--- src/rtl/core/tfst_pkg.sv ---
// Shared constants, codes and helpers for the touch frame slot tracker.
// Depends on nothing; imported by the tracker core.
`default_nettype none

package tfst_pkg;

  // Frame layout
  localparam int FINGERS     = 5;
  localparam int REC_BASE    = 3;
  localparam int REC_SIZE    = 6;
  localparam int STORE_DEPTH = REC_BASE + REC_SIZE * FINGERS + 1;
  localparam int ADDR_W      = $clog2(STORE_DEPTH);
  localparam int BCNT_W      = $clog2(STORE_DEPTH + 1);

  // Field widths
  localparam int ID_W    = 4;
  localparam int EXT_W   = 13;
  localparam int COORD_W = 12;

  // Slot walk counter holds 0..FINGERS, record index 0..FINGERS-1
  localparam int FCNT_W = $clog2(FINGERS + 1);
  localparam int FIDX_W = (FINGERS > 1) ? $clog2(FINGERS) : 1;

  // Decode pass: byte 1, byte 2, then status and id byte of each record
  localparam int RD_N  = 2 + 2 * FINGERS;
  localparam int RDC_W = $clog2(RD_N + 1);

  // Second record used by the resume check
  localparam int Z1_IDX = (FINGERS > 1) ? 1 : 0;

  localparam logic [7:0] WIDTH_FIXED = 8'd100;

  typedef logic [1:0] kind_t;
  localparam kind_t EV_RELEASE = 2'd0;
  localparam kind_t EV_CONTACT = 2'd1;
  localparam kind_t EV_SYNC    = 2'd2;
  localparam kind_t EV_IGNORED = 2'd3;

  typedef logic [1:0] func_t;
  localparam func_t FN_BYTE    = 2'd0;
  localparam func_t FN_RESUME  = 2'd1;
  localparam func_t FN_SUSPEND = 2'd2;

  localparam logic [1:0] ST_DOWN = 2'd0;
  localparam logic [1:0] ST_MOVE = 2'd2;

  localparam logic CFG_X_EXTENT = 1'b0;
  localparam logic CFG_Y_EXTENT = 1'b1;

  // Store address of byte 0 of a point record
  function automatic logic [ADDR_W-1:0] rec_addr(input logic [FIDX_W-1:0] idx);
    rec_addr = ADDR_W'(REC_BASE) + ADDR_W'(REC_SIZE) * ADDR_W'(idx);
  endfunction

endpackage

`default_nettype wire

--- src/rtl/core/tfst_ram.sv ---
// Generic single-write, single-read RAM with registered read data.
// No dependencies; used for the frame store.
`default_nettype none

module tfst_ram #(
  parameter int WIDTH = 8,
  parameter int DEPTH = 34,
  localparam int AW = (DEPTH > 1) ? $clog2(DEPTH) : 1
) (
  input  wire logic             clk,
  input  wire logic             we,
  input  wire logic [AW-1:0]    waddr,
  input  wire logic [WIDTH-1:0] wdata,
  input  wire logic [AW-1:0]    raddr,
  output logic      [WIDTH-1:0] rdata
);

  logic [WIDTH-1:0] mem_r [DEPTH];
  logic [WIDTH-1:0] rdata_r;

  // Write port and registered read port
  always_ff @(posedge clk) begin
    if (we) begin
      mem_r[waddr] <= wdata;
    end
    rdata_r <= mem_r[raddr];
  end

  assign rdata = rdata_r;

endmodule

`default_nettype wire

--- src/rtl/core/touch_frame_slot_tracker_core.sv ---
// Touch frame slot tracker top level: byte intake, frame store and slot sequencer.
// Depends on tfst_pkg and tfst_ram.
`default_nettype none

// The frame-end byte starts a sequencer that reads the frame store through
// its single read port, one byte a cycle: a decode pass, a resume check,
// then a slot walk with nothing for an id with no event, a release from the
// walk step, and for a contact a walk step, record reads, two passes through
// the shared mirror subtractor and an emit; a sync word ends a walk that
// emitted a word. A failed resume check, or an underflow with a resume
// pending, ends the run with a frame-ignored word. A suspend notice emits a
// release per slot id, then a sync word. Any cycle that emits a word waits
// while the output register is full and stalled. in_stall stays high until
// the whole run has been handed to the output register.
module touch_frame_slot_tracker_core (
  input  wire logic                    clk,
  input  wire logic                    rst_n,
  // configuration
  input  wire logic                    cfg_we,
  input  wire logic                    cfg_index,
  input  wire logic [tfst_pkg::EXT_W-1:0] cfg_wdata,
  // input channel
  input  wire logic                    in_valid,
  output logic                         in_stall,
  input  wire logic [1:0]              in_func,
  input  wire logic [7:0]              in_frame_byte,
  input  wire logic                    in_frame_end,
  // result channel
  output logic                         out_valid,
  input  wire logic                    out_stall,
  output logic [1:0]                   out_event_kind,
  output logic [3:0]                   out_slot,
  output logic [11:0]                  out_pos_x,
  output logic [11:0]                  out_pos_y,
  output logic [7:0]                   out_touch_width,
  output logic                         out_out_of_range,
  output logic                         out_last
);

  import tfst_pkg::*;

  localparam logic [3:0] S_IDLE  = 4'd0;
  localparam logic [3:0] S_DEC   = 4'd1;
  localparam logic [3:0] S_CHK   = 4'd2;
  localparam logic [3:0] S_WALK  = 4'd3;
  localparam logic [3:0] S_CRD   = 4'd4;
  localparam logic [3:0] S_MX    = 4'd5;
  localparam logic [3:0] S_MY    = 4'd6;
  localparam logic [3:0] S_CEMIT = 4'd7;
  localparam logic [3:0] S_DONE  = 4'd8;
  localparam logic [3:0] S_SUSP  = 4'd9;
  localparam logic [3:0] S_IGN   = 4'd10;

  // Control state
  logic [3:0]        state_r, state_nxt;
  logic [BCNT_W-1:0] byte_count_r, byte_count_nxt;
  logic              prior_valid_r [FINGERS];
  logic              prior_valid_nxt [FINGERS];
  logic [ID_W-1:0]   prior_id_r [FINGERS];
  logic [ID_W-1:0]   prior_id_nxt [FINGERS];
  logic              resume_r, resume_nxt;
  logic [EXT_W-1:0]  x_ext_r, x_ext_nxt;
  logic [EXT_W-1:0]  y_ext_r, y_ext_nxt;
  logic [RDC_W-1:0]  rdc_r, rdc_nxt;
  logic [FCNT_W-1:0] slot_r, slot_nxt;
  logic [FCNT_W-1:0] index_r, index_nxt;
  logic              any_r, any_nxt;
  logic [2:0]        crd_r, crd_nxt;
  logic              out_valid_r, out_valid_nxt;

  // Working payload
  logic              cur_valid_r [FINGERS];
  logic              cur_valid_nxt [FINGERS];
  logic [ID_W-1:0]   cur_id_r [FINGERS];
  logic [ID_W-1:0]   cur_id_nxt [FINGERS];
  logic              b1_nz_r, b1_nz_nxt;
  logic [7:0]        b2_r, b2_nxt;
  logic [7:0]        rb_r [4];
  logic [7:0]        rb_nxt [4];
  logic [COORD_W-1:0] px_r, px_nxt, py_r, py_nxt;
  logic              under_r, under_nxt, over_r, over_nxt;

  // Output register payload
  kind_t             o_kind_r, o_kind_nxt;
  logic [ID_W-1:0]   o_slot_r, o_slot_nxt;
  logic [COORD_W-1:0] o_px_r, o_px_nxt, o_py_r, o_py_nxt;
  logic [7:0]        o_w_r, o_w_nxt;
  logic              o_oor_r, o_oor_nxt, o_last_r, o_last_nxt;

  // Frame store ports
  logic              ram_we;
  logic [ADDR_W-1:0] ram_waddr, ram_raddr;
  logic [7:0]        ram_rdata;

  tfst_ram #(
    .WIDTH (8),
    .DEPTH (STORE_DEPTH)
  ) u_store (
    .clk   (clk),
    .we    (ram_we),
    .waddr (ram_waddr),
    .wdata (in_frame_byte),
    .raddr (ram_raddr),
    .rdata (ram_rdata)
  );

  logic in_acc;
  logic out_free;
  assign in_acc   = in_valid && (state_r == S_IDLE);
  assign out_free = !out_valid_r || !out_stall;
  assign in_stall = (state_r != S_IDLE);

  // Store write at the running byte count, dropped once the store is full
  assign ram_we    = in_acc && (in_func == FN_BYTE) &&
                     (byte_count_r < BCNT_W'(STORE_DEPTH));
  assign ram_waddr = byte_count_r[ADDR_W-1:0];

  // Decode pass address and consume index
  logic [RDC_W-1:0]  rd_k2, dk2;
  logic [FIDX_W-1:0] rec_sat;
  assign rd_k2 = rdc_r - RDC_W'(2);
  assign dk2   = rdc_r - RDC_W'(3);
  assign rec_sat = (index_r < FCNT_W'(FINGERS)) ? index_r[FIDX_W-1:0] :
                                                  FIDX_W'(FINGERS - 1);

  always_comb begin
    ram_raddr = '0;
    if (state_r == S_DEC) begin
      if (rdc_r == RDC_W'(0)) begin
        ram_raddr = ADDR_W'(1);
      end else if (rdc_r == RDC_W'(1)) begin
        ram_raddr = ADDR_W'(2);
      end else begin
        ram_raddr = rec_addr(rd_k2[FIDX_W:1]) + (rd_k2[0] ? ADDR_W'(2) : ADDR_W'(0));
      end
    end else if (state_r == S_CRD) begin
      ram_raddr = rec_addr(rec_sat) + ADDR_W'(crd_r[1:0]);
    end
  end

  // Presence of the walked slot id now and in the kept ids
  logic cur_hit, prev_hit;
  always_comb begin
    cur_hit  = 1'b0;
    prev_hit = 1'b0;
    for (int i = 0; i < FINGERS; i++) begin
      if (cur_valid_r[i] && cur_id_r[i] == ID_W'(slot_r)) cur_hit = 1'b1;
      if (prior_valid_r[i] && prior_id_r[i] == ID_W'(slot_r)) prev_hit = 1'b1;
    end
  end

  // Shared mirror unit: extent - v - 1 with underflow and clamp
  logic [EXT_W-1:0]   mir_ext;
  logic [COORD_W-1:0] mir_v;
  logic [EXT_W:0]     mir_diff;
  logic               mir_under, mir_over;
  logic [COORD_W-1:0] mir_val;
  always_comb begin
    if (state_r == S_MX) begin
      mir_ext = x_ext_r;
      mir_v   = {rb_r[2][3:0], rb_r[3]};
    end else begin
      mir_ext = y_ext_r;
      mir_v   = {rb_r[0][3:0], rb_r[1]};
    end
    mir_diff  = {1'b0, mir_ext} - {2'b00, mir_v} - (EXT_W+1)'(1);
    mir_under = mir_diff[EXT_W];
    mir_over  = !mir_diff[EXT_W] && mir_diff[EXT_W-1];
    mir_val   = mir_under ? '0 : (mir_over ? '1 : mir_diff[COORD_W-1:0]);
  end

  logic resume_bad;
  assign resume_bad = ((cur_valid_r[0] && cur_id_r[0] == '0) &&
                       ((FINGERS > 1) && cur_valid_r[Z1_IDX] && cur_id_r[Z1_IDX] == '0)) ||
                      b1_nz_r || (b2_r > 8'(FINGERS));

  // Sequencer
  always_comb begin
    logic emit;
    kind_t e_kind;
    logic [ID_W-1:0] e_slot;
    logic e_last;

    emit   = 1'b0;
    e_kind = EV_SYNC;
    e_slot = '0;
    e_last = 1'b0;

    state_nxt      = state_r;
    byte_count_nxt = byte_count_r;
    prior_valid_nxt = prior_valid_r;
    prior_id_nxt   = prior_id_r;
    resume_nxt     = resume_r;
    x_ext_nxt      = x_ext_r;
    y_ext_nxt      = y_ext_r;
    rdc_nxt        = rdc_r;
    slot_nxt       = slot_r;
    index_nxt      = index_r;
    any_nxt        = any_r;
    crd_nxt        = crd_r;
    cur_valid_nxt  = cur_valid_r;
    cur_id_nxt     = cur_id_r;
    b1_nz_nxt      = b1_nz_r;
    b2_nxt         = b2_r;
    rb_nxt         = rb_r;
    px_nxt         = px_r;
    py_nxt         = py_r;
    under_nxt      = under_r;
    over_nxt       = over_r;

    // Configuration writes
    if (cfg_we) begin
      unique case (cfg_index)
        CFG_X_EXTENT: x_ext_nxt = cfg_wdata;
        CFG_Y_EXTENT: y_ext_nxt = cfg_wdata;
      endcase
    end

    unique case (state_r)
      S_IDLE: begin
        if (in_acc) begin
          case (in_func)
            FN_BYTE: begin
              if (ram_we) byte_count_nxt = byte_count_r + BCNT_W'(1);
              if (in_frame_end) begin
                byte_count_nxt = '0;
                rdc_nxt   = '0;
                slot_nxt  = '0;
                index_nxt = '0;
                any_nxt   = 1'b0;
                state_nxt = S_DEC;
              end
            end
            FN_RESUME: resume_nxt = 1'b1;
            FN_SUSPEND: begin
              slot_nxt  = '0;
              state_nxt = S_SUSP;
            end
            default: ;
          endcase
        end
      end

      S_DEC: begin
        // Take the byte read in the previous cycle
        if (rdc_r == RDC_W'(1)) begin
          b1_nz_nxt = (ram_rdata != 8'd0);
        end else if (rdc_r == RDC_W'(2)) begin
          b2_nxt = ram_rdata;
        end else if (rdc_r != RDC_W'(0)) begin
          if (!dk2[0]) begin
            cur_valid_nxt[dk2[FIDX_W:1]] = (ram_rdata[7:6] == ST_DOWN) ||
                                           (ram_rdata[7:6] == ST_MOVE);
          end else begin
            cur_id_nxt[dk2[FIDX_W:1]] = ram_rdata[7:4];
          end
        end
        if (rdc_r == RDC_W'(RD_N)) begin
          state_nxt = S_CHK;
        end else begin
          rdc_nxt = rdc_r + RDC_W'(1);
        end
      end

      S_CHK: begin
        state_nxt = (resume_r && resume_bad) ? S_IGN : S_WALK;
      end

      S_WALK: begin
        if (slot_r == FCNT_W'(FINGERS)) begin
          state_nxt = S_DONE;
        end else if (cur_hit) begin
          crd_nxt   = '0;
          state_nxt = S_CRD;
        end else if (prev_hit) begin
          if (out_free) begin
            emit     = 1'b1;
            e_kind   = EV_RELEASE;
            e_slot   = ID_W'(slot_r);
            slot_nxt = slot_r + FCNT_W'(1);
            any_nxt  = 1'b1;
          end
        end else begin
          slot_nxt = slot_r + FCNT_W'(1);
        end
      end

      S_CRD: begin
        // Four record bytes: status/x high, x low, id/y high, y low
        if (crd_r != 3'd0) rb_nxt[crd_r[1:0] - 2'd1] = ram_rdata;
        if (crd_r == 3'd4) begin
          state_nxt = S_MX;
        end else begin
          crd_nxt = crd_r + 3'd1;
        end
      end

      S_MX: begin
        px_nxt    = mir_val;
        under_nxt = mir_under;
        over_nxt  = mir_over;
        state_nxt = S_MY;
      end

      S_MY: begin
        py_nxt    = mir_val;
        under_nxt = under_r || mir_under;
        over_nxt  = over_r || mir_over;
        state_nxt = S_CEMIT;
      end

      S_CEMIT: begin
        if (resume_r && under_r) begin
          state_nxt = S_IGN;
        end else if (out_free) begin
          emit      = 1'b1;
          e_kind    = EV_CONTACT;
          e_slot    = rb_r[2][7:4];
          index_nxt = index_r + FCNT_W'(1);
          slot_nxt  = slot_r + FCNT_W'(1);
          any_nxt   = 1'b1;
          state_nxt = S_WALK;
        end
      end

      S_DONE: begin
        if (!any_r || out_free) begin
          emit   = any_r;
          e_kind = EV_SYNC;
          e_last = 1'b1;
          prior_valid_nxt = cur_valid_r;
          prior_id_nxt    = cur_id_r;
          resume_nxt = 1'b0;
          state_nxt  = S_IDLE;
        end
      end

      S_IGN: begin
        if (out_free) begin
          emit   = 1'b1;
          e_kind = EV_IGNORED;
          e_last = 1'b1;
          for (int i = 0; i < FINGERS; i++) begin
            prior_valid_nxt[i] = 1'b0;
            prior_id_nxt[i]    = '0;
          end
          resume_nxt = 1'b0;
          state_nxt  = S_IDLE;
        end
      end

      S_SUSP: begin
        if (out_free) begin
          emit = 1'b1;
          if (slot_r == FCNT_W'(FINGERS)) begin
            e_kind    = EV_SYNC;
            e_last    = 1'b1;
            state_nxt = S_IDLE;
          end else begin
            e_kind   = EV_RELEASE;
            e_slot   = ID_W'(slot_r);
            slot_nxt = slot_r + FCNT_W'(1);
          end
        end
      end

      default: state_nxt = S_IDLE;
    endcase

    // Output register: load a new word or drop the taken one
    o_kind_nxt = o_kind_r;
    o_slot_nxt = o_slot_r;
    o_px_nxt   = o_px_r;
    o_py_nxt   = o_py_r;
    o_w_nxt    = o_w_r;
    o_oor_nxt  = o_oor_r;
    o_last_nxt = o_last_r;
    if (emit) begin
      out_valid_nxt = 1'b1;
      o_kind_nxt = e_kind;
      o_slot_nxt = e_slot;
      o_last_nxt = e_last;
      if (e_kind == EV_CONTACT) begin
        o_px_nxt  = px_r;
        o_py_nxt  = py_r;
        o_w_nxt   = WIDTH_FIXED;
        o_oor_nxt = under_r || over_r;
      end else begin
        o_px_nxt  = '0;
        o_py_nxt  = '0;
        o_w_nxt   = '0;
        o_oor_nxt = 1'b0;
      end
    end else if (out_valid_r && !out_stall) begin
      out_valid_nxt = 1'b0;
    end else begin
      out_valid_nxt = out_valid_r;
    end
  end

  // Control registers
  always_ff @(posedge clk) begin
    if (!rst_n) begin
      state_r      <= S_IDLE;
      byte_count_r <= '0;
      for (int i = 0; i < FINGERS; i++) begin
        prior_valid_r[i] <= 1'b1;
        prior_id_r[i]    <= '0;
      end
      resume_r    <= 1'b0;
      x_ext_r     <= EXT_W'(4096);
      y_ext_r     <= EXT_W'(4096);
      rdc_r       <= '0;
      slot_r      <= '0;
      index_r     <= '0;
      any_r       <= 1'b0;
      crd_r       <= '0;
      out_valid_r <= 1'b0;
    end else begin
      state_r       <= state_nxt;
      byte_count_r  <= byte_count_nxt;
      prior_valid_r <= prior_valid_nxt;
      prior_id_r    <= prior_id_nxt;
      resume_r      <= resume_nxt;
      x_ext_r       <= x_ext_nxt;
      y_ext_r       <= y_ext_nxt;
      rdc_r         <= rdc_nxt;
      slot_r        <= slot_nxt;
      index_r       <= index_nxt;
      any_r         <= any_nxt;
      crd_r         <= crd_nxt;
      out_valid_r   <= out_valid_nxt;
    end
  end

  // Payload registers
  always_ff @(posedge clk) begin
    cur_valid_r <= cur_valid_nxt;
    cur_id_r    <= cur_id_nxt;
    b1_nz_r     <= b1_nz_nxt;
    b2_r        <= b2_nxt;
    rb_r        <= rb_nxt;
    px_r        <= px_nxt;
    py_r        <= py_nxt;
    under_r     <= under_nxt;
    over_r      <= over_nxt;
    o_kind_r    <= o_kind_nxt;
    o_slot_r    <= o_slot_nxt;
    o_px_r      <= o_px_nxt;
    o_py_r      <= o_py_nxt;
    o_w_r       <= o_w_nxt;
    o_oor_r     <= o_oor_nxt;
    o_last_r    <= o_last_nxt;
  end

  assign out_valid        = out_valid_r;
  assign out_event_kind   = o_kind_r;
  assign out_slot         = o_slot_r;
  assign out_pos_x        = o_px_r;
  assign out_pos_y        = o_py_r;
  assign out_touch_width  = o_w_r;
  assign out_out_of_range = o_oor_r;
  assign out_last         = o_last_r;

endmodule

`default_nettype wire

--- config.mk ---
export PLATFORM = sky130hd
export DESIGN_NAME = touch_frame_slot_tracker_core
export DESIGN_NICKNAME = d
export VERILOG_FILES = /design/src/rtl/core/tfst_pkg.sv /design/src/rtl/core/tfst_ram.sv /design/src/rtl/core/touch_frame_slot_tracker_core.sv
export SDC_FILE = /design/constraint.sdc
export NUM_CORES = 1
export LEC_CHECK = 0
export BUFFER_PORTS_ARGS = -buffer_cell sky130_fd_sc_hd__buf_2
export CORE_MARGIN = 3
export CORE_UTILIZATION = 35
export CTS_BUF_LIST = sky130_fd_sc_hd__clkbuf_8
export CTS_CLUSTER_DIAMETER = 200
export DETAILED_ROUTE_END_ITERATION = 7
export PLACE_DENSITY = 0.54
export SLEW_MARGIN = 20
export SYNTH_ARGS = -nofsm -noshare
export SYNTH_HDL_FRONTEND = slang
export SYNTH_SLANG_ARGS = --single-unit
--- constraint.sdc ---
create_clock -name clk -period 5.85 [get_ports clk]
set_input_delay 0.585 -clock clk [delete_from_list [all_inputs] [get_ports clk]]
set_output_delay 0.585 -clock clk [all_outputs]
set_load 0.02 [all_outputs]
==> results of run 1 <==
==> worst register-to-register path, stage by stage (launching register included) <==
cell	delay, ps
dfxtp_1	310
buf_4	240
inv_1	150
nor4b_2	290
buf_4	210
buf_4	440
mux2i_1	160
ha_1	250
fa_1	430
a211oi_1	350
o21ai_0	190
a21o_1	240
a211o_1	270
a21oi_1	290
xor2_1	640
a21oi_1	220
==> cells by family after synthesis <==
logic type | Yosys count | synth area share
multiplexers | 95 | 0.0472
AND/OR/NAND/NOR | 593 | 0.137
flip-flops | 477 | 0.645
AO/OA/AOI/OAI | 265 | 0.0889
other | 1 | 0.000180
XOR/XNOR | 56 | 0.0241
buffers and inverters | 136 | 0.0299
adder cells (fa/ha/maj) | 43 | 0.0272
==> cells in the final DEF, fill, tap and decap left out, types with 45 or more instances in the layout <==
master / instances
nor2_1: 85
nand2_1: 265
nand3_1: 55
buf_2: 66
clkbuf_8: 89
edfxtp_1: 392
inv_1: 60
mux2i_1: 67
a31oi_1: 45
dfxtp_1: 85
==> registers in the layout, indices dropped and copies added, names as in the netlist, 12 cells and up <==
signal         flops
u_store.mem_r    272
rb_r              28
cur_id_r          20
prior_id_r        20
x_ext_r           13
y_ext_r           13
out_pos_x         12
out_pos_y         12
px_r              12
py_r              12
==> layout make-up <==
cell class	instances	area, µm²	area share
Tap cell	765	957	0.0408
Clock inverter	62	345	0.0147
Sequential cell	477	13500	0.575
Multi-Input combinational cell	1057	6840	0.292
Clock buffer	89	1220	0.0522
Inverter	31	116	0.00496
Timing Repair Buffer	87	488	0.0208
==> synthesized netlist by cell type (all sizes together), types with 4 or more instances <==
master / n
and2: 34
nand3b: 15
xor2: 22
or3: 6
nor2: 87
a311oi: 16
ha: 39
a21boi: 30
nand2b: 10
o21a: 6
or2: 4
nor3: 17
mux2i: 67
buf: 54
fa: 4
xnor2: 33
and4: 4
nor4: 6
a21o: 6
edfxtp: 392
a22oi: 43
o211ai: 6
a211oi: 12
mux2: 28
a211o: 4
clkbuf: 51
o31ai: 6
nor2b: 35
a21oi: 40
nand2: 265
o21ai: 21
and3: 27
o221ai: 7
dfxtp: 85
nand4: 13
inv: 30
nand3: 55
a31oi: 45
==> power by group through the flow <==
stage	clock (mW)	combinational [mW]	sequential (mW)
detailed placement	0	2.19	4.11
global placement	0	2.16	4.11
CTS	2.95	2.20	4.04
global route	3.11	2.40	4.05
finish	2.86	2.17	4.04
floorplan	0	1.57	4.05
==> worst max path at each step <==
stage | to | slack (ps) | depth (start not counted) | from
global route | px_r[5]$_DFFE_PP_ | 540 | 15 | state_r[0]$_SDFFE_PN0P_
CTS | px_r[5]$_DFFE_PP_ | 910 | 15 | state_r[0]$_SDFFE_PN0P_
floorplan | px_r[10]$_DFFE_PP_ | 1310 | 15 | state_r[0]$_SDFFE_PN0P_
finish | py_r[5]$_DFFE_PP_ | 870 | 15 | state_r[0]$_SDFFE_PN0P_
global placement | py_r[0]$_DFFE_PP_ | 1000 | 15 | state_r[0]$_SDFFE_PN0P_
detailed placement | py_r[5]$_DFFE_PP_ | 920 | 15 | state_r[0]$_SDFFE_PN0P_
==> metal layers <==
layer | global-route usage | vias up | share of wire
met3 | 0.0296 | 78 | 0.053
met2 | 0.252 | 379 | 0.47
met1 | 0.215 | 6493 | 0.45
met4 | 0.0463 | 0 | 0.023
li1 | - | 6275 | -
met5 | 0 | - | 0
==> per-stage QoR <==
step	utilization	area, µm²	hold slack [ps]
2_1_floorplan	-	20900	440
3_3_place_gp	0.375	21900	458
3_5_place_dp	0.375	21900	461
4_1_cts	0.402	23400	102
5_1_grt	0.402	23400	119
6_report	0.402	23400	167
==> run summary, run 1 <==
The number of buffers created by CTS is 82. The tools report the hold-fix buffer count after cts as 0. For the final database, setup skew stands at 47.7 ps. The worst setup path is of the reg -> reg kind. The tree is rooted in a clkbuf_8. For this design the static power due to leakage is 8.23 nW.

Measured along the x axis, the die boundary spans 250 µm. For the final standard cell count with taps included and fillers excluded, the log shows 2568. The count of endpoints failing setup in the final report was 0; the weighted congestion reported at the end of routability-driven placement was 0.868. Part of the total power dissipated in the clock network: 0.315.

In the post-synthesis netlist, the biggest area contributors are edfxtp_1 (56%), dfxtp_1 (8.1%), nand2_1 (4.8%), mux2i_1 (3.2%), ha_1 (2.3%). The layout cell share with drive strength beyond 1 is 0.135. The endpoint of the worst register-to-register path was py_r[5]$_DFFE_PP_. After floorplanning, the core was divided into 88 placement rows.

After detailed routing, the average wire length per cell comes to 19.3 µm. The startpoint identified for the worst register-to-register timing path is state_r[0]$_SDFFE_PN0P_. The number of buffers added for setup after CTS was 0; the post-detailed-route DRC marker count was 0. Timing would allow up to 201 MHz. In this run the standard cell core region covers 58400 µm². The flow ran to the end, and the final reports show no timing, DRC or antenna violations. Cell type with the largest total area after synthesis: edfxtp_1. The area of the die is 62600 µm², and the H-tree depth reported by CTS is 3. The number of different library cells in the post-synthesis netlist was 76; the number of fill cells in the layout was 5585. The portion of the clock cycle consumed by the worst path in the final layout was 0.851. The number of nets at the end of the flow came out at 1809. The highest-delay cell along the critical path is xor2_1.

In this run the deepest clock path goes through 3 buffers. The worst hold path cell count is 3. The type of the most critical hold path is in -> reg. The total negative slack for setup checks is 0 ps, and the post-synthesis instance total is 1666.

The power density over the cells works out to 387 nW/µm². Net switching share of the total power: 0.324. The number of global-route vias before repair is 13000, and the clock sink count is 477. The internal portion of the total power is 6.14 mW.

Entering global routing, the biggest net connects 78 pins. The number of register bits inferred by synthesis works out to 477. The design draws 9.07 mW. The tools report the number of max-slew violations in the final report as 0. The global route total overflow was 0; the worst reg-to-reg setup slack was 870 ps.

Once placement completed, the tool counted placed cells totaling 2417. The number of buffers and inverters on the critical path is 4. The worst-path maximum fanout was 33; the count of antenna diodes in the layout was 0. After layout, the minimum clock period comes to 4980 ps. The initial antenna violation count was 0; the number of port buffers was 66. After clock tree synthesis, the clock-pin slew on the worst setup and hold paths is 60 ps.

The worst setup path is captured at a register. The worst reg-to-reg path cell count is 15, and the I/O pin total is 72. The total count of hold-check failures in the final report was 0. Across the run, the number of max-cap violations was 0. At the placement stage, the worst setup path has a slack of 921 ps. Setup repair after global routing left no endpoint under its margin. The tools report the aggregate global-route resource usage as 0.156. The most used flip-flop cell after synthesis is edfxtp_1.

The post-cts gate resize count was 0. Clock latency on the worst-skew pair, taken at its later pin, is 670 ps. The launch point of the worst hold path is cfg_wdata[12].

The tools report the end point of the most critical hold path as x_ext_r[12]$_SDFFE_PN1P_. STA puts the critical path data required time at 6200 ps. Top cell type's share of synthesized area: 0.564.

Data on the critical path arrives at its endpoint at 5330 ps. Number of flops mapped to enable cells by yosys: 392. The run gives 0.358 as the initial core utilization. The run gives 0.240 as the fraction of power consumed by combinational cells. For the global-route wire length before repair, the log shows 76900 µm. Share of async-settable or async-resettable flops after synthesis: 0. The setup slack after layout was 872 ps; the number of antenna-violating nets in the routed design was 0. Total number of vias: 13200.

Dividing the synthesized area by the synthesized cell count gives 12.5 µm². The kind of cell adding the most delay to the critical path is compound AO/OA/AOI/OAI gates. The Yosys step of the flow raised 0 warnings. The transition time at the pin with the least slew margin was 992 ps; the worst supply voltage drop on vdd was 245 µV. The relative contribution of sequential cells to total power came out at 0.445. Traced cell by cell, the critical path runs through buf_4, inv_1, nor4b_2, buf_4, buf_4, mux2i_1, ha_1, fa_1, a211oi_1, o21ai_0, a21o_1, a211o_1, a21oi_1, xor2_1, a21oi_1. TritonCTS built the clock tree. For the worst relative slew slack, the log shows 0.339. After synthesis the cells add up to 20900 µm².

By instance count, the cell type seen most on the critical path is buf_4. The sort of element at the start of the critical path is a register. Wires add up to 49500 µm. After detailed routing, the number of vias per cell comes to 5.15.

The half-perimeter wire length after detailed placement is 31400 µm, and the delay of the slowest cell on the worst path is 640 ps. The first routing iteration left 1103 violations. The layout overhead on the synthesized area was 12.3%; the sequential cell area fraction in the yosys report was 0.645. The vertical die dimension is 250 µm, and the number of search-and-repair iterations in the first detailed-routing pass is 6.

For this design the total switching power over the nets is 2.94 mW.
Note: power is estimated with default switching activity, not from simulation.
==> run 2: changes to the inputs <==
--- a/config.mk
+++ b/config.mk
@@ -8,7 +8,7 @@
 export BUFFER_PORTS_ARGS = -buffer_cell sky130_fd_sc_hd__buf_2
 export CORE_MARGIN = 3
 export CORE_UTILIZATION = 35
-export CTS_BUF_LIST = sky130_fd_sc_hd__clkbuf_8
+export CTS_BUF_LIST = sky130_fd_sc_hd__clkbuf_4 sky130_fd_sc_hd__clkbuf_8
 export CTS_CLUSTER_DIAMETER = 200
 export DETAILED_ROUTE_END_ITERATION = 7
 export PLACE_DENSITY = 0.54
==> run 2 against run 1 <==
Clock skew increased by 3.0 ps. Global-route usage hardly changed. Critical endpoint unchanged. Largest cell class unchanged. Die area unchanged.
==> run summary, run 2 (synthesis results as in run 1) <==
The flow ran to the end, and the final reports show no timing, DRC or antenna violations. For the finished layout, the period the worst path requires is 4940 ps. In this run, the number of DRC markers left after iteration 0 of detailed routing was 1143. Type of the most critical hold path: in -> reg. Dividing the detail-routed wire length by the instance count gives 19.3 µm. In the routed layout, each cell is associated on average with a via count of 5.14.

The dominant cell type by count on the critical path was buf_4. In this run the count of I/O pins placed on the die edge is 72. Data on the critical path arrives at its endpoint at 5290 ps. The portion of the clock cycle consumed by the worst path in the final layout is 0.844, and the total count of hold-check failures in the final report is 0. Total power: 9.27 mW. At the later pin of the worst-skew pair, clock insertion delay measures 670 ps.

The clock root buffer is clkbuf_8. The worst relative slew slack is 0.335, and the layout overhead on the synthesized area is 12.8%. On the critical path, the stage with the largest delay is an instance of xor2_1.

The worst-case IR drop observed on VDD is 256 µV. The number of global-route vias before repair was 13000. For the required arrival time at the worst endpoint, the log shows 6200 ps.

The congestion estimate from routability-driven global placement came to 0.868. The repair_antennas step left the layout with diodes totalling 0. For the post-cts gate resize count, the log shows 0. The area of the die came out at 62600 µm². The tools report the final wirelength as 49600 µm. The number of hold buffers added after CTS was 0. For the final database, setup skew stands at 50.7 ps. Clock sink count: 477. The number of max-slew violations in the final report was 0; the leakage dissipation was 8.20 nW. The number of nets at the end of the flow was 1809; the largest net degree at the start of global routing was 78. Number of search-and-repair iterations in the first detailed-routing pass: 7.

Setup repair after global routing left no endpoint under its margin. The clock passes through at most 3 buffers. TritonCTS built the clock tree.

The tool flagged a number of max-cap violations equal to 0. Leaving out filler cells and counting taps, the final layout contains 2568. The delay of the slowest cell on the worst path came out at 650 ps. The largest registers in the layout are u_store.mem_r (272), rb_r (28). For this block, the via count after detailed routing is 13200. For the initial antenna violation count, the log shows 0.

Port buffering added 66 buffers. The flip-flop count of the largest register, all copies and words added came out at 272. The power density over the cells was 393 nW/µm²; the number of cells after detailed placement was 2417.

The core outline area is 58400 µm², and the floorplan die width is 250 µm. Counting flops per register, the top entry is u_store.mem_r. The highest achievable clock rate was 202 MHz. The count of nets left with antenna violations once routing finished came out at 0. Together, buffers and inverters on the worst path number 4. Walking the worst path, the cells encountered are buf_4, inv_1, nor4b_2, buf_4, buf_4, mux2i_1, ha_1, fa_1, a211oi_1, o21ai_0, a21o_1, a211o_1, a21oi_1, xor2_1, a21oi_1. In the layout the commonest cells are edfxtp_1 (392), nand2_1 (265), clkbuf_8 (89). After detailed routing, the number of remaining DRC violations is 0. The run gives 76900 µm as the global-route wire length before repair. At the pin with the least slew margin, the transition time is 997 ps. Leaving out fill and tap cells, the most frequent cell in the layout is edfxtp_1. The type of the setup path with the least slack was reg -> reg. The number of cell rows is 88.

Setup violations remaining at the end of the flow were counted as 0. The worst setup path is launched from a register. Layout cell share with drive strength beyond 1: 0.152. Summed over all failing endpoints, the final setup total negative slack is 0 ps. The half-perimeter wire length after detailed placement was 31400 µm.

The logs give 82 for the number of buffers created by CTS and 3 for the H-tree depth reported by CTS. Number of buffers added for setup after CTS: 0. For the initial core utilization, the log shows 0.358.

The total overflow left after global routing is 0. Grouping stages by cell kind, the critical path spends the most delay in compound AO/OA/AOI/OAI gates. Clock-pin slew was measured on the worst setup and hold paths at 60 ps. The vertical die dimension was 250 µm; the worst-path maximum fanout was 33. For the aggregate global-route resource usage, the log shows 0.156. The worst setup path is captured at a register.
==> run 2: changes by cell type in the layout (fill, tap and decap cells not counted), sizes merged <==
cell / change
clkbuf: +30
inv: -30
==> run 2: report_power, final <==
group	leakage (nW)	total, mW	switching (mW)	internal [mW]
Clock	0.895	3.05	1.35	1.70
Combinational	3.11	2.18	1.42	0.757
Sequential	4.20	4.04	0.165	3.87
==> run 2: area by class of cell <==
type	instances	area, µm²
clock buffers	119	1450
fillers	5557	34800
well taps	765	957
flip-flops and latches	477	13500
clock inverters	32	233
multi-input cells	1057	6840
inverters	31	116
repair buffers	87	488
==> run 2: stage by stage <==
step                      hold slack (ps)  worst slack, ps  area [µm²]  utilization
final                                 167              910       23600        0.404
after CTS                             102              910       23600        0.404
after global routing                  119              539       23600        0.404
after floorplan                       440             1310       20900            -
after global placement                458             1000       21900        0.375
after detailed placement              461              921       21900        0.375
==> run 2: worst paths after layout <==
check | start | end | slack [ps] | cells past startpoint
worst max register to register | state_r[0]$_SDFFE_PN0P_ | py_r[5]$_DFFE_PP_ | 910 | 15
worst max-delay path | state_r[0]$_SDFFE_PN0P_ | py_r[5]$_DFFE_PP_ | 910 | 15
worst min register to register | x_ext_r[4]$_SDFFE_PN0P_ | x_ext_r[4]$_SDFFE_PN0P_ | 470 | 2
worst min-delay path | cfg_wdata[12] | x_ext_r[12]$_SDFFE_PN1P_ | 170 | 3
==> run 2: worst min-delay path: stages <==
cell	delay [ps]
buf_2	90
nand2_1	50
nand3_1	60
==> run 2: routing by layer <==
metal  vias up  track usage  part of all wire
met3        76       0.0298             0.052
met5         -            0                 0
met2       375        0.252              0.47
li1       6278            -                 -
met4         0       0.0466             0.023
met1      6474        0.215              0.45
==> run 3: changes to the inputs <==
--- a/config.mk
+++ b/config.mk
@@ -5,13 +5,14 @@
 export SDC_FILE = /design/constraint.sdc
 export NUM_CORES = 1
 export LEC_CHECK = 0
+export ABC_AREA = 1
 export BUFFER_PORTS_ARGS = -buffer_cell sky130_fd_sc_hd__buf_2
 export CORE_MARGIN = 3
 export CORE_UTILIZATION = 35
 export CTS_BUF_LIST = sky130_fd_sc_hd__clkbuf_4 sky130_fd_sc_hd__clkbuf_8
 export CTS_CLUSTER_DIAMETER = 200
 export DETAILED_ROUTE_END_ITERATION = 7
-export PLACE_DENSITY = 0.54
+export PLACE_DENSITY = 0.56
 export SLEW_MARGIN = 20
 export SYNTH_ARGS = -nofsm -noshare
 export SYNTH_HDL_FRONTEND = slang
==> constraint.sdc (replaced) <==
create_clock -name clk -period 4.1 [get_ports clk]
set_input_delay 0.41 -clock clk [delete_from_list [all_inputs] [get_ports clk]]
set_output_delay 0.41 -clock clk [all_outputs]
set_load 0.02 [all_outputs]
==> run 3 against run 2 <==
Sequential power grew 44%. Total power grew 53%. Combinational power grew 76%. Non-clock buffer count grew 11. Clock skew shrank 2.9 ps. Setup slack lost 230 ps. Largest cell class unchanged. Cell count grew 23%. Critical path depth grew 1. Critical endpoint is now px_r[9]$_DFFE_PP_. Largest power group unchanged. Clock power grew 48%.
==> run summary, run 3 <==
By instance count, the leading cell after synthesis is nand2_1. The tools report the mapped cell area as 21800 µm². Required arrival time at the worst endpoint: 4470 ps.

Counting flops with a built-in enable in the synthesized netlist gives 392. Data on the critical path arrives at its endpoint at 3790 ps. Across the routed clock network, the largest skew measured is 47.8 ps.

The floorplan step defined a die boundary enclosing 65300 µm². The first global-routing pass estimated 85700 µm of wire. Counting along the longest clock path gives a buffer depth of 3. The startpoint identified for the worst hold timing path is in_frame_end. Counting the fill cells in the layout gives 5995. The run gives 477 as the clock sink count. The total negative slack for setup checks came out at 0 ps. After detailed routing, the number of vias per cell comes to 4.90. Input and output buffers added on the ports amount to 66. The logs give 0.165 for the aggregate global-route resource usage and 83 for the number of buffers created by CTS. Kind of cell adding the most delay to the critical path: buffers and inverters. The pre-antenna-repair detailed-routing pass consisted of 5 iterations. The most used flip-flop cell after synthesis is edfxtp_1. Based on the critical path, the design can be clocked at up to 292 MHz. The largest net degree at the start of global routing was 121; the footprint of the flip-flops and latches was 13500 µm². For the worst supply voltage drop on vdd, the log shows 292 µV. The run finished with clean final reports. The tools report the part of the total power dissipated in the clock network as 0.318. The top cell type's share of synthesized area works out to 0.540. The number of global-route vias before repair came out at 14900. Detailed placement finished with a half-perimeter wire length of 34400 µm.

The multi-input combinational cells in the finished layout cover a total of 6850 µm². For this run, the slowest stage of the critical path takes 470 ps. The type of the most critical hold path was in -> reg. edfxtp_1 takes more of the synthesized area than any other cell. Excluding fillers, the count of instances in the completed layout stands at 3167. The tools report the initial antenna violation count as 1. The logs give 1224 for the number of design-rule violations left by the first detailed-router iteration and 0.357 for the initial core utilization. In the final routed layout, each cell accounts on average for 17.3 µm. In this run, synthesis produced a sequential element count of 477. Final wirelength: 54800 µm.

Counting instances in the post-synthesis netlist gives the leading cell types as nand2_1 (437), edfxtp_1 (392), nand3_1 (295). TritonCTS built the clock tree. For the weighted congestion reported at the end of routability-driven placement, the log shows 0.849. Yosys printed 0 warnings. The tools report the reg-to-reg startpoint as state_r[0]$_SDFFE_PN0P_.

The number of buffers and inverters on the critical path is 4. The critical path goes through nand2_2, nor2_4, buf_4, buf_4, nand2_1, nand2_1, ha_1, a21oi_1, nand2_1, a21oi_1, o21ai_0, xor2_1, buf_4, inv_1, nand2_1, nand2_1. The share of async-settable or async-resettable flops after synthesis came out at 0. After floorplanning, the core was divided into 90 placement rows.

Mean area per synthesized cell: 10.0 µm². Setup repair after global routing left no endpoint under its margin. Total count of hold-check failures in the final report: 0. The register ranked first by flip-flop count was u_store.mem_r. Relative contribution of sequential cells to total power: 0.412.

In this run the horizontal extent of the chip is 256 µm. The total power was 14.2 mW. The total number of vias is 15500. The register with the most flip-flops in the layout has 272 of them. In the layout the commonest cells are nand2_1 (436), edfxtp_1 (392), nand3_1 (295). The highest-delay cell along the critical path is dfxtp_1. The core outline area is 61000 µm². In this run the worst setup path begins at state_r[0]$_SDFFE_PN0P_.

The largest registers in the layout are u_store.mem_r (272), rb_r (28). The run gives 0 as the number of max-slew violations in the final report. In this run the worst path has a maximum fanout of 21. The sequential cell area fraction in the yosys report was 0.618; the portion of the clock cycle consumed by the worst path in the final layout was 0.835. The post-cts gate resize count is 0, and the layout overhead on the synthesized area is 13.8%. The fraction of power consumed by combinational cells was 0.271. Across the run, the number of max-cap violations was 0. The cell that appears most often on the critical path is nand2_1.

Synthesis handed over a netlist of 2180 instances. Number of antenna-violating nets in the routed design: 0. The H-tree generated during clock tree synthesis spans 3 levels. STA classifies the critical path startpoint as a register. The design internal power is 9.29 mW, and the clock latency reported for the late side of the worst-skew pair is 670 ps. After synthesis, the cell types taking the most area are edfxtp_1 (54%), dfxtp_1 (7.8%), nand2_1 (7.5%), nand3_1 (6.8%), inv_1 (4.6%).

For the post-detailed-route DRC marker count, the log shows 0. Power spread over the standard cell area amounts to 571 nW/µm². Once placement completed, the tool counted placed cells totaling 2999. The net count of the finished layout is 2342. In this run the static leakage power is 9.82 nW. During I/O placement, the number of pins put on the boundary was 72. Setup violations remaining at the end of the flow were counted as 0. For the pin with the worst max-slew slack, the measured transition is 908 ps.

The final critical-path required period was 3420 ps. For the global route total overflow, the log shows 0. Critical path endpoint category: a register. Net switching share of the total power: 0.344. The tools report the number of different library cells in the post-synthesis netlist as 44.

The vertical die dimension is 256 µm. The library cell used most frequently in the layout, excluding fill and tap cells, is nand2_1. The clock root buffer is clkbuf_8. Type of the setup path with the least slack: reg -> reg. For the worst relative slew slack, the log shows 0.392. Summed over all nets, the switching power comes to 4.88 mW. The clock-pin slew reported for the worst setup and hold paths after clock tree synthesis is 60 ps.

The layout cell share with drive strength beyond 1 works out to 0.109.
==> run 3: cell families (layout without fill, tap and decap cells) <==
logic type | Yosys count | after routing | synth area share
fa+ha+maj | 43 | 43 | 0.0260
compound gates | 156 | 156 | 0.0390
buf+inv | 376 | 530 | 0.0701
mux | 13 | 13 | 0.00597
xor+xnor | 26 | 26 | 0.0104
simple gates | 1088 | 1088 | 0.231
flops | 477 | 477 | 0.618
other cells | 1 | 6 | 0.000172
==> run 3: area by class of cell <==
class,count,share of cell area
sequential,477,0.543
timing repair buffer,98,0.0268
multi-input combinational,1331,0.276
inverter,278,0.0422
antenna,1,0.000101
tap,828,0.0418
clock inverter,38,0.0124
clock buffer,116,0.0578
==> run 3: timing repair <==
action / CTS / global route
buffers inserted: 0 / 0
hold buffers: 13 / 0
endpoints found under the hold margin: 24 / 0
==> run 3: worst register-to-register path: stages (launching register included) <==
cell and delay [ps]:
dfxtp_1 470, nand2_2 180, nor2_4 140, buf_4 280, buf_4 320, nand2_1 90
nand2_1 80, ha_1 270, a21oi_1 140, nand2_1 110, a21oi_1 300, o21ai_0 170
xor2_1 150, buf_4 190, inv_1 50, nand2_1 90, nand2_1 90
==> run 3: power by group through the flow <==
stage	Clock (mW)	Sequential, mW	Combinational (mW)
after floorplan	0	5.88	2.68
after global placement	0	5.93	3.75
after detailed placement	0	5.94	3.79
after CTS	4.63	5.84	3.82
after global routing	4.87	5.87	4.28
final	4.50	5.83	3.83
==> run 3: path summary, 6_finish.rpt <==
check                           slack, ps  depth (start not counted)                      endpoint
worst max-delay path                  680                         16             px_r[9]$_DFFE_PP_
worst min-delay path                  200                          4  byte_count_r[1]$_SDFFE_PN0P_
worst max register to register        680                         16             px_r[9]$_DFFE_PP_
worst min register to register        460                          2   prior_id_r[19]$_SDFFE_PN0P_
==> run 3: layer usage <==
| layer | share of wire | vias to the layer above | GRT usage |
|---|---|---|---|
| met3 | 0.059 | 111 | 0.0357 |
| met2 | 0.45 | 465 | 0.258 |
| li1 | - | 7516 | - |
| met4 | 0.025 | 0 | 0.0527 |
| met5 | 0 | - | 0 |
| met1 | 0.46 | 7416 | 0.229 |
==> run 3: stage by stage <==
stage                     area (µm²)  utilization  hold slack [ps]  setup WS, ps
after floorplan                21800            -              429           961
after global placement         22900        0.376              455           731
after detailed placement       22900        0.376              451           706
after CTS                      24800        0.406              106           689
after global routing           24800        0.407              149           385
final                          24800        0.407              197           675
